**src/rtl/bde_pkg.sv**
```systemverilog
// Shared types and constants for the button debouncer with edge detection.
package bde_pkg;

  localparam int unsigned CountW = 16;

  // Confirm counts below MinCount are replaced by DefaultCount.
  localparam logic [CountW-1:0] MinCount     = 16'd2;
  localparam logic [CountW-1:0] DefaultCount = 16'd3;

  // Value of the confirm count register out of reset.
  localparam logic [CountW-1:0] ConfirmReset = 16'd3;

  localparam logic [CountW-1:0] CountMax = {CountW{1'b1}};

  // Configuration register indexes.
  localparam int unsigned CfgIdxW = 1;
  localparam logic [CfgIdxW-1:0] CfgActiveHigh   = 1'd0;
  localparam logic [CfgIdxW-1:0] CfgConfirmCount = 1'd1;

  typedef enum logic [1:0] {
    PH_IDLE        = 2'd0,
    PH_CONF_ACTIVE = 2'd1,
    PH_ACTIVE      = 2'd2,
    PH_CONF_IDLE   = 2'd3
  } phase_e;

endpackage

```
**src/rtl/bde_in_if.sv**
```systemverilog
// Input channel carrying one raw pin sample per beat.
interface bde_in_if;
  logic valid;
  logic ready;
  logic raw_level;

  modport source (output valid, output raw_level, input ready);
  modport sink   (input valid, input raw_level, output ready);
endinterface

```
**src/rtl/bde_out_if.sv**
```systemverilog
// Output channel carrying the debounced level and edge pulses per beat.
interface bde_out_if;
  logic valid;
  logic ready;
  logic is_active;
  logic rose_to_active;
  logic fell_to_idle;

  modport source (output valid, output is_active, output rose_to_active,
                  output fell_to_idle, input ready);
  modport sink   (input valid, input is_active, input rose_to_active,
                  input fell_to_idle, output ready);
endinterface

```
**src/rtl/button_debounce_edge_detect_core.sv**
```systemverilog
// Top level of the counter-based button debouncer with edge detection.
//
// Each input beat is one raw pin sample and produces exactly one output beat.
// A sample is active when it equals the polarity register. A change of the
// debounced level is validated once the stable-sample counter reaches the
// effective confirm count (confirm_count, or DefaultConfirm when confirm_count
// is below MinConfirm); the first differing sample starts the count at 1 and is
// never itself the validating one. rose_to_active and fell_to_idle pulse on the
// beat that validates a change. The registered result is output in the cycle
// after its input beat is accepted. A new sample is accepted every cycle unless
// the output is stalled: the phase machine and 16-bit counter step per beat,
// and the output register refills in the same cycle the previous one is taken.
module button_debounce_edge_detect_core #(
  parameter logic [bde_pkg::CountW-1:0] MinConfirm     = bde_pkg::MinCount,
  parameter logic [bde_pkg::CountW-1:0] DefaultConfirm = bde_pkg::DefaultCount
) (
  input  logic                         clk_i,
  input  logic                         rst_ni,
  input  logic                         cfg_we_i,
  input  logic [bde_pkg::CfgIdxW-1:0]  cfg_idx_i,
  input  logic [bde_pkg::CountW-1:0]   cfg_wdata_i,
  bde_in_if.sink                       in_ch,
  bde_out_if.source                    out_ch
);
  import bde_pkg::*;

  logic              pol_high_q;
  logic [CountW-1:0] confirm_count_q;

  phase_e            phase_q, phase_d;
  logic [CountW-1:0] count_q, count_d;

  logic              out_valid_q;
  logic              is_active_q, rose_q, fell_q;
  logic              is_active_d, rose_d, fell_d;

  logic              accept;
  logic              act;
  logic [CountW-1:0] eff_count;
  logic [CountW-1:0] count_inc;
  logic              reached;

  // Configuration registers.
  always_ff @(posedge clk_i or negedge rst_ni) begin
    if (!rst_ni) begin
      pol_high_q      <= 1'b1;
      confirm_count_q <= ConfirmReset;
    end else if (cfg_we_i) begin
      case (cfg_idx_i)
        CfgActiveHigh:   pol_high_q      <= cfg_wdata_i[0];
        CfgConfirmCount: confirm_count_q <= cfg_wdata_i;
        default: ;
      endcase
    end
  end

  assign in_ch.ready = !out_valid_q || out_ch.ready;
  assign accept      = in_ch.valid && in_ch.ready;

  assign act       = (in_ch.raw_level == pol_high_q);
  assign eff_count = (confirm_count_q < MinConfirm) ? DefaultConfirm : confirm_count_q;
  assign count_inc = (count_q == CountMax) ? count_q : count_q + CountW'(1);
  assign reached   = (count_inc >= eff_count);

  // Next phase.
  always_comb begin
    phase_d = phase_q;
    case (phase_q)
      PH_IDLE:        if (act) phase_d = PH_CONF_ACTIVE;
      PH_CONF_ACTIVE: begin
        if (!act)         phase_d = PH_IDLE;
        else if (reached) phase_d = PH_ACTIVE;
      end
      PH_ACTIVE:      if (!act) phase_d = PH_CONF_IDLE;
      PH_CONF_IDLE: begin
        if (act)          phase_d = PH_ACTIVE;
        else if (reached) phase_d = PH_IDLE;
      end
      default:        phase_d = PH_IDLE;
    endcase
  end

  // Counter and result for the current sample.
  always_comb begin
    count_d = count_q;
    rose_d  = 1'b0;
    fell_d  = 1'b0;
    case (phase_q)
      PH_IDLE:        if (act) count_d = CountW'(1);
      PH_CONF_ACTIVE: begin
        if (!act) begin
          count_d = '0;
        end else if (reached) begin
          count_d = '0;
          rose_d  = 1'b1;
        end else begin
          count_d = count_inc;
        end
      end
      PH_ACTIVE:      if (!act) count_d = CountW'(1);
      PH_CONF_IDLE: begin
        if (act) begin
          count_d = '0;
        end else if (reached) begin
          count_d = '0;
          fell_d  = 1'b1;
        end else begin
          count_d = count_inc;
        end
      end
      default:        count_d = '0;
    endcase
    // The debounced level is high in the active phase and while confirming idle.
    is_active_d = (phase_d == PH_ACTIVE) || (phase_d == PH_CONF_IDLE);
  end

  always_ff @(posedge clk_i or negedge rst_ni) begin
    if (!rst_ni) begin
      phase_q <= PH_IDLE;
      count_q <= '0;
    end else if (accept) begin
      phase_q <= phase_d;
      count_q <= count_d;
    end
  end

  always_ff @(posedge clk_i or negedge rst_ni) begin
    if (!rst_ni) begin
      out_valid_q <= 1'b0;
    end else if (accept) begin
      out_valid_q <= 1'b1;
    end else if (out_ch.ready) begin
      out_valid_q <= 1'b0;
    end
  end

  always_ff @(posedge clk_i) begin
    if (accept) begin
      is_active_q <= is_active_d;
      rose_q      <= rose_d;
      fell_q      <= fell_d;
    end
  end

  assign out_ch.valid          = out_valid_q;
  assign out_ch.is_active      = is_active_q;
  assign out_ch.rose_to_active = rose_q;
  assign out_ch.fell_to_idle   = fell_q;

endmodule

```
**src/flat_wrapper.sv**
```systemverilog
// flat-port wrapper written by rule: the top's interface ports become plain ports
module button_debounce_edge_detect_core_flat import bde_pkg::*;
#(
  parameter logic [bde_pkg::CountW-1:0] MinConfirm     = bde_pkg::MinCount,
  parameter logic [bde_pkg::CountW-1:0] DefaultConfirm = bde_pkg::DefaultCount
)
  (clk_i, rst_ni, cfg_we_i, cfg_idx_i, cfg_wdata_i, in_ch_valid, in_ch_raw_level, in_ch_ready, out_ch_valid, out_ch_is_active, out_ch_rose_to_active, out_ch_fell_to_idle, out_ch_ready);
  bde_in_if in_ch_i ();
  bde_out_if out_ch_i ();
  input  logic clk_i;
  input  logic rst_ni;
  input  logic cfg_we_i;
  input  logic [bde_pkg::CfgIdxW-1:0] cfg_idx_i;
  input  logic [bde_pkg::CountW-1:0] cfg_wdata_i;
  input wire logic [$bits(in_ch_i.valid)-1:0] in_ch_valid;
  input wire logic [$bits(in_ch_i.raw_level)-1:0] in_ch_raw_level;
  output wire logic [$bits(in_ch_i.ready)-1:0] in_ch_ready;
  output wire logic [$bits(out_ch_i.valid)-1:0] out_ch_valid;
  output wire logic [$bits(out_ch_i.is_active)-1:0] out_ch_is_active;
  output wire logic [$bits(out_ch_i.rose_to_active)-1:0] out_ch_rose_to_active;
  output wire logic [$bits(out_ch_i.fell_to_idle)-1:0] out_ch_fell_to_idle;
  input wire logic [$bits(out_ch_i.ready)-1:0] out_ch_ready;
  assign in_ch_i.valid = in_ch_valid;
  assign in_ch_i.raw_level = in_ch_raw_level;
  assign in_ch_ready = in_ch_i.ready;
  assign out_ch_valid = out_ch_i.valid;
  assign out_ch_is_active = out_ch_i.is_active;
  assign out_ch_rose_to_active = out_ch_i.rose_to_active;
  assign out_ch_fell_to_idle = out_ch_i.fell_to_idle;
  assign out_ch_i.ready = out_ch_ready;
  button_debounce_edge_detect_core #(.MinConfirm(MinConfirm), .DefaultConfirm(DefaultConfirm)) u_core (.clk_i(clk_i), .rst_ni(rst_ni), .cfg_we_i(cfg_we_i), .cfg_idx_i(cfg_idx_i), .cfg_wdata_i(cfg_wdata_i), .in_ch(in_ch_i), .out_ch(out_ch_i));
endmodule
```
**config.mk**
```make
export PLATFORM = sky130hd
export DESIGN_NAME = button_debounce_edge_detect_core_flat
export DESIGN_NICKNAME = d
export VERILOG_FILES = /design/src/rtl/bde_pkg.sv /design/src/rtl/bde_in_if.sv /design/src/rtl/bde_out_if.sv /design/src/rtl/button_debounce_edge_detect_core.sv /design/src/flat_wrapper.sv
export SDC_FILE = /design/constraint.sdc
export NUM_CORES = 1
export LEC_CHECK = 0
export ABC_AREA = 1
export BUFFER_PORTS_ARGS = -buffer_cell sky130_fd_sc_hd__buf_2
export CAP_MARGIN = 30
export CORE_ASPECT_RATIO = 0.8
export CORE_MARGIN = 3
export CORE_UTILIZATION = 63
export CTS_CLUSTER_DIAMETER = 60
export DETAILED_ROUTE_END_ITERATION = 6
export PLACE_DENSITY = 0.95
export SYNTH_ARGS = -nofsm -noshare
export SYNTH_HDL_FRONTEND = slang
export SYNTH_SLANG_ARGS = --single-unit
```
**constraint.sdc**
```tcl
create_clock -name clk_i -period 4.8 [get_ports clk_i]
set_input_delay 0.48 -clock clk_i [delete_from_list [all_inputs] [get_ports clk_i]]
set_output_delay 0.48 -clock clk_i [all_outputs]
set_load 0.01 [all_outputs]
```
==> results.py, run 1 <==
metrics = {
    "drt": {
        "dr.first_iter.drc_count": 177,
        "dr_wl_met2_microns": 2400,
        "drc_errors": 0,
        "drt_wl_total_microns": 5110,
        "postRouteAntennaNets": 0,
        "drtPass1Iterations": 5,
        "dr_wl_met3_microns": 335,
        "wire_per_inst_microns": 12.6,
        "met1_length_microns": 2250,
        "top_layer": "met4",
        "viasPerCell": 5.23,
        "route.vias.total": 2112,
    },
    "worst_setup_path": {
        "cp-end-kind": "register",
        "cp.required_ns": 5.04,
        "worstSetupPathType": "reg -> reg",
        "critPathMaxFanout": 12,
        "cp_top_family": "simple AND/OR/NAND/NOR gates",
        "critical_path.max_stage_delay_ns": 0.48,
        "path_buf_inv": 4,
        "cp_slowest_cell": "nand4_1",
        "crit_chain": "ha_1 -> nand3_2 -> inv_2 -> nand3_2 -> inv_2 -> nand2_2 -> nand2_1 -> xor2_1 -> inv_1 -> ha_1 -> a21oi_1 -> o21ai_0 -> a21oi_1 -> nand4_1 -> inv_1 -> nand2_1 -> nand2_1",
        "cp-start-kind": "register",
        "worst-endpoint-arrival_ns": 3.55,
        "crit_top_cell": "nand2_1",
    },
    "logic_synthesis": {
        "syn_nets": 363,
        "syn_area_sq_mm": 0.00245,
        "synth.ff_latch_count": 39,
        "syn_area_per_cell_sq_um": 7.58,
        "synth_edf_count": 3,
        "ys_types": 34,
        "synthesis.instances": 323,
        "seq_area_frac_synth": 0.406,
        "dominantRegCellSynth": "dfrtp_1",
        "async_flop_share": 0.923,
        "ys_warn_count": 0,
    },
    "clock_tree": {
        "post_cts.repair.setup_buffers": 0,
        "cts_tree": "yes",
        "cts_hold_buffers": 0,
        "cts.sinks": 39,
        "clock_path_buffers": 2,
        "cts_htree_levels": 2,
        "clock-root-buffer": "clkbuf_8",
        "clkSlewWorstSetupHoldPaths_ns": 0.08,
        "ctsResizeCount": 0,
        "clkLatencyLatePin_ns": 0.30,
        "cts_buffers": 5,
    },
    "finish": {
        "design_area_sq_mm": 0.00273,
        "drive_gt1_frac": 0.168,
        "diodes": 0,
        "finalNetCount": 391,
        "final_common_cell": "nand2_1",
        "final_cell_mix": "nand2_1 (82), inv_1 (54), dfrtp_1 (33)",
        "areaGrowthSynthToFinish_pct": 11.5,
        "fillers": 249,
    },
    "die": {
        "chipHeight_microns": 61.8,
        "die_w_microns": 75.7,
        "row_count": 19,
        "core-area_sq_mm": 0.00359,
        "initial_core_util": 0.682,
        "num_io_pins": 28,
        "die-area_sq_mm": 0.00468,
    },
    "grt": {
        "grt_overflow": 0,
        "grt_pass1_wl_microns": 8310,
        "grt_max_degree": 37,
        "gr-usage-all-layers": 0.245,
        "antenna_found_initial": 0,
        "grt_pass1_vias": 1845,
    },
    "worst_hold_path": {
        "min_path_type": "in -> async",
    },
    "job": {
        "max-cap-violations": 0,
    },
    "place": {
        "gp_congestion": 0.919,
        "io_buffers": 27,
        "placed_cell_area_sq_mm": 0.00261,
        "dp_hpwl_microns": 3980,
    },
    "sta": {
        "max_freq_mhz": 303,
        "skew_ns": 0.00643,
        "worst_pin_slew_ns": 0.905,
        "fin_crit_sh": 0.689,
        "rsz0062_at_grt": "false",
        "slew_headroom": 0.395,
        "setup_viol": 0,
        "setup_tns_ns": 0,
        "slew_viol_final": 0,
        "fin_crit_ns": 3.31,
        "final_hold_viol_count": 0,
    },
    "pwr": {
        "total_power_uw": 824,
        "irDropWorstVdd_mv": 0.312,
        "powerDensity_mw_per_mm2": 302,
        "p_leak_nw": 1.56,
    },
    "outcome": {
        "outcome": "complete, no violations",
    },
}
## cell families after synthesis
group / Yosys count / synth area share
XOR/XNOR: 7 / 0.0250
flip-flops: 39 / 0.406
buffers and inverters: 62 / 0.100
AO/OA/AOI/OAI: 47 / 0.102
adder cells (fa/ha/maj): 17 / 0.0869
multiplexers: 1 / 0.00460
AND/OR/NAND/NOR: 150 / 0.275
## worst register-to-register path: stages (launching register included)
cell and delay [ns]:
dfrtp_1 0.42, ha_1 0.26, nand3_2 0.11, inv_2 0.08, nand3_2 0.07, inv_2 0.08, nand2_2 0.13, nand2_1 0.14
xor2_1 0.25, inv_1 0.07, ha_1 0.31, a21oi_1 0.12, o21ai_0 0.08, a21oi_1 0.22, nand4_1 0.48, inv_1 0.29
nand2_1 0.07, nand2_1 0.06
## flip-flops by register name, summed over array words and instances, names as in the netlist
signal / cells
u_core.out_ch.fell_to_idle: 1
u_core.pol_high_q: 1
u_core.out_ch.rose_to_active: 1
u_core.out_ch.is_active: 1
u_core.count_q: 16
u_core.confirm_count_q: 16
u_core.phase_q: 2
u_core.out_ch.valid: 1
## area by class of cell
type,instances,area (sq um),area share
well taps,52,65.1,0.0238
flip-flops and latches,39,995,0.364
inverters,56,210,0.0770
clock inverters,2,35.0,0.0128
multi-input cells,222,1210,0.443
clock buffers,6,82.6,0.0302
repair buffers,27,135,0.0495
## per-layer routing
layer	GRT usage	vias to the layer above
li1	-	1079
met1	0.325	947
met2	0.380	73
met3	0.0611	13
met4	0.115	0
met5	0	-
## stage by stage
step / setup WS (ns) / hold WS [ns] / instances / utilization
after global routing: 1.12 / 0.322 / 404 / 0.761
after detailed placement: 1.62 / 0.494 / 396 / 0.728
after floorplan: 2.09 / 0.184 / 323 / -
final: 1.49 / 0.252 / 404 / 0.761
after CTS: 1.54 / 0.289 / 404 / 0.761
after global placement: 1.71 / 0.485 / 396 / 0.728
## report_power, final
group	internal [mW]	total, mW	switching (mW)
clock	0.168	0.288	0.120
combinational	0.0573	0.152	0.0952
sequential	0.362	0.383	0.0210
## Yosys cell counts, drive strengths merged (3+ instances only)
library cell / count / area share
nand3: 13 / 0.035
dfrtp: 33 / 0.34
nor4: 3 / 0.0077
inv: 56 / 0.086
or2: 3 / 0.0077
nand4: 6 / 0.015
edfxtp: 3 / 0.037
nand2: 86 / 0.14
nor2: 35 / 0.061
nor3: 3 / 0.011
xor2: 7 / 0.025
buf: 3 / 0.0097
dfstp: 3 / 0.032
a21oi: 25 / 0.053
o21ai: 19 / 0.040
clkbuf: 3 / 0.0046
ha: 17 / 0.087
## worst paths after layout
kind                                           start                   endpoint  slack (ns)  cells after the start
max in group asynchronous                     rst_ni        u_core.out_ch.valid        4.05                      1
min in group clk_i                          cfg_we_i          u_core.pol_high_q        0.35                      2
max reg2reg                        u_core.count_q[1]          u_core.count_q[4]        1.49                     17
max                                u_core.count_q[1]          u_core.count_q[4]        1.49                     17
min reg2reg                u_core.confirm_count_q[0]  u_core.confirm_count_q[0]        0.50                      2
min                                           rst_ni         u_core.count_q[12]        0.25                      1
Note: power is estimated with default switching activity, not from simulation.
==> inputs of run 2 (changes only) <==
--- a/config.mk
+++ b/config.mk
@@ -5,15 +5,15 @@
 export SDC_FILE = /design/constraint.sdc
 export NUM_CORES = 1
 export LEC_CHECK = 0
-export ABC_AREA = 1
+export ABC_AREA = 0
 export BUFFER_PORTS_ARGS = -buffer_cell sky130_fd_sc_hd__buf_2
 export CAP_MARGIN = 30
 export CORE_ASPECT_RATIO = 0.8
 export CORE_MARGIN = 3
-export CORE_UTILIZATION = 63
+export CORE_UTILIZATION = 53
 export CTS_CLUSTER_DIAMETER = 60
 export DETAILED_ROUTE_END_ITERATION = 6
-export PLACE_DENSITY = 0.95
+export PLACE_DENSITY = 0.87
 export SYNTH_ARGS = -nofsm -noshare
 export SYNTH_HDL_FRONTEND = slang
 export SYNTH_SLANG_ARGS = --single-unit
==> constraint.sdc (replaced) <==
create_clock -name clk_i -period 2.9 [get_ports clk_i]
set_input_delay 0.29 -clock clk_i [delete_from_list [all_inputs] [get_ports clk_i]]
set_output_delay 0.29 -clock clk_i [all_outputs]
set_load 0.01 [all_outputs]
==> run 2 against run 1 <==
The flow now finishes with violations (setup timing). Global-route usage increased by 6.7 points. Clock-buffer cell count decreased by 1. Sequential share of layout area decreased by 8.3 points. Fmax decreased by 6.2%.
==> results.py, run 2 <==
metrics = {
    "worst_setup_path": {
        "worst-endpoint-arrival_ns": 3.59,
        "worstReg2RegStart": "u_core.count_q[10]",
        "cp-start-kind": "register",
        "r2r_cells": 14,
        "crit_top_cell": "nand2_1",
        "cp-end-kind": "register",
        "critPathMaxFanout": 7,
        "cp_top_family": "simple AND/OR/NAND/NOR gates",
        "critical_path.max_stage_delay_ns": 0.47,
        "rrSetupSlack_ns": -0.62,
        "path_buf_inv": 2,
        "worstSetupPathType": "reg -> reg",
        "cp_slowest_cell": "or3_4",
        "cp.required_ns": 2.96,
        "crit_chain": "nand2_1 -> or3_4 -> buf_6 -> o21ai_1 -> buf_4 -> nor2_1 -> xor2_1 -> ha_1 -> nand2_1 -> o21ai_0 -> nand2_1 -> nand4_1 -> and2_4 -> mux2_2",
        "reg2reg_to": "u_core.out_ch.is_active",
    },
    "sta": {
        "max_freq_mhz": 284,
        "rsz0062_at_grt": "true",
        "fin_crit_sh": 1.22,
        "setup_viol": 21,
        "setup_tns_ns": -10.26,
        "skew_ns": 0.00887,
        "fin_crit_ns": 3.52,
        "worst_pin_slew_ns": 0.827,
        "final_hold_viol_count": 0,
        "slew_headroom": 0.449,
        "worst_slack_ns": -0.625,
        "holdWs_ns": 0.0796,
        "slew_viol_final": 0,
    },
    "logic_synthesis": {
        "dominantRegCellSynth": "dfrtp_1",
        "yosys-top-cells-area": "dfrtp_1 (34%), mux2_2 (8.7%), ha_1 (8.7%)",
        "syn_area_sq_mm": 0.00245,
        "synth.ff_latch_count": 39,
        "seq_area_frac_synth": 0.406,
        "syn_nets": 286,
        "synthesis.instances": 246,
        "yosys.area.top_type": "dfrtp_1",
        "yosys.cell_count.top_type": "dfrtp_1",
        "async_flop_share": 0.923,
        "synthTopCellsByCount": "dfrtp_1 (33), nand2_1 (22), mux2_2 (19)",
        "ys_warn_count": 0,
        "syn_area_per_cell_sq_um": 9.95,
        "ys_types": 49,
        "synth_edf_count": 3,
        "synth_top_area_frac": 0.337,
    },
    "place": {
        "placed_cell_area_sq_mm": 0.00300,
        "dp.cells": 361,
        "gp_congestion": 0.921,
        "dp_hpwl_microns": 4540,
        "io_buffers": 27,
    },
    "clock_tree": {
        "clkSlewWorstSetupHoldPaths_ns": 0.09,
        "cts_buffers": 5,
        "clkLatencyLatePin_ns": 0.30,
        "cts_tree": "yes",
        "clock-root-buffer": "clkbuf_8",
        "cts_hold_buffers": 0,
        "clock_path_buffers": 2,
        "cts_htree_levels": 2,
        "cts.sinks": 39,
    },
    "die": {
        "die-area_sq_mm": 0.00547,
        "core-area_sq_mm": 0.00431,
        "initial_core_util": 0.568,
        "chipHeight_microns": 66.8,
        "row_count": 21,
        "num_io_pins": 28,
        "die_w_microns": 82.0,
    },
    "drt": {
        "drt_wl_total_microns": 8570,
        "postRouteAntennaNets": 0,
        "drtPass1Iterations": 5,
        "route.vias.total": 2468,
        "viasPerCell": 6.28,
        "dr.first_iter.drc_count": 253,
        "wire_per_inst_microns": 21.8,
        "drc_errors": 0,
    },
    "finish": {
        "largestRegisters": "u_core.confirm_count_q (16), u_core.count_q (16), u_core.phase_q (2)",
        "areaGrowthSynthToFinish_pct": 45.1,
        "diodes": 0,
        "design_area_sq_mm": 0.00355,
        "instances_no_fill": 393,
        "finalNetCount": 375,
        "drive_gt1_frac": 0.500,
        "final_common_cell": "buf_4",
        "post-route-util": 0.824,
        "fillers": 228,
        "final_cell_mix": "buf_4 (53), dfrtp_1 (31), buf_2 (27)",
    },
    "pwr": {
        "switching_share": 0.315,
        "pwr-share-seq": 0.402,
        "p_clk_frac": 0.293,
        "power_switching_uw": 518,
        "internal_power_mw": 1.13,
        "powerDensity_mw_per_mm2": 463,
        "power_frac_comb": 0.305,
        "irDropWorstVdd_mv": 0.369,
        "p_leak_nw": 1.74,
    },
    "grt": {
        "grt_pass1_vias": 2518,
        "grt_max_degree": 37,
        "antenna_found_initial": 0,
        "grt_overflow": 0,
        "grt_pass1_wl_microns": 12500,
        "gr-usage-all-layers": 0.312,
    },
    "outcome": {
        "outcome": "finished with violations",
        "violations": "setup timing",
    },
    "job": {
        "max-cap-violations": 0,
    },
    "worst_hold_path": {
        "min_path_type": "in -> async",
    },
}
## run 2: changes by cell type after synthesis, moves of 5 or more
cell / previous run / this run
nor2_1: 30 / 12
nand2_1: 82 / 22
mux2_2: 1 / 19
inv_1: 54 / 17
o21ai_1: 12 / 1
a31oi_1: 1 / 12
xnor2_1: 0 / 5
a21oi_1: 24 / 16
## run 2: logic make-up (layout without fill, tap and decap cells)
family | Yosys count | count (layout) | share of synthesized area
xor gates and xnor gates | 12 | 12 | 0.0486
muxes | 20 | 20 | 0.0936
adders and majority gates | 17 | 17 | 0.0869
and+or+nand+nor | 76 | 76 | 0.167
AOI/OAI and AO/OA | 57 | 57 | 0.155
buffers and inverters | 25 | 115 | 0.0429
DFF | 39 | 39 | 0.406
## run 2: layer usage
layer	vias up	global-route usage	share of wire
li1	1074	-	-
met1	1184	0.385	0.38
met2	160	0.528	0.50
met3	50	0.0635	0.073
met4	0	0.131	0.053
met5	-	0	0
## run 2: how the worst max path moves through the flow
stage	startpoint	endpoint	depth (start not counted)
finish	u_core.count_q[10]	u_core.out_ch.is_active	14
global route	u_core.count_q[10]	u_core.out_ch.is_active	14
CTS	u_core.count_q[6]	u_core.out_ch.is_active	13
detailed placement	u_core.count_q[6]	u_core.out_ch.is_active	12
global placement	u_core.count_q[6]	u_core.out_ch.is_active	12
floorplan	u_core.count_q[6]	u_core.out_ch.is_active	11
## run 2: layout make-up
cell class / count / area [sq um] / share of cell area
Multi-Input combinational cell: 182 / 1620 / 0.455
Tap cell: 57 / 71.3 / 0.0201
Clock inverter: 3 / 47.5 / 0.0134
Timing Repair Buffer: 90 / 687 / 0.193
Clock buffer: 5 / 68.8 / 0.0194
Inverter: 17 / 63.8 / 0.0180
Sequential cell: 39 / 997 / 0.281
## run 2: power by group through the flow
stage	clock network [mW]	logic [mW]	registers, mW
after floorplan	0	0.230	0.656
after global placement	0	0.326	0.658
after detailed placement	0	0.349	0.664
after CTS	0.475	0.454	0.655
after global routing	0.502	0.532	0.666
final	0.481	0.502	0.661
## run 2: timing repair
action	4_1_cts	5_1_grt
cloned	2	0
setup buffers	11	11
setup endpoints to repair	21	21
pin swaps	19	6
gates resized for setup	40	12
## run 2: through the flow
| stage | setup slack [ns] | total power, mW |
|---|---|---|
| 2_1_floorplan | -0.176 | 0.886 |
| 3_3_place_gp | -0.305 | 0.984 |
| 3_5_place_dp | -0.425 | 1.01 |
| 4_1_cts | -0.237 | 1.58 |
| 5_1_grt | -0.696 | 1.70 |
| 6_report | -0.625 | 1.64 |
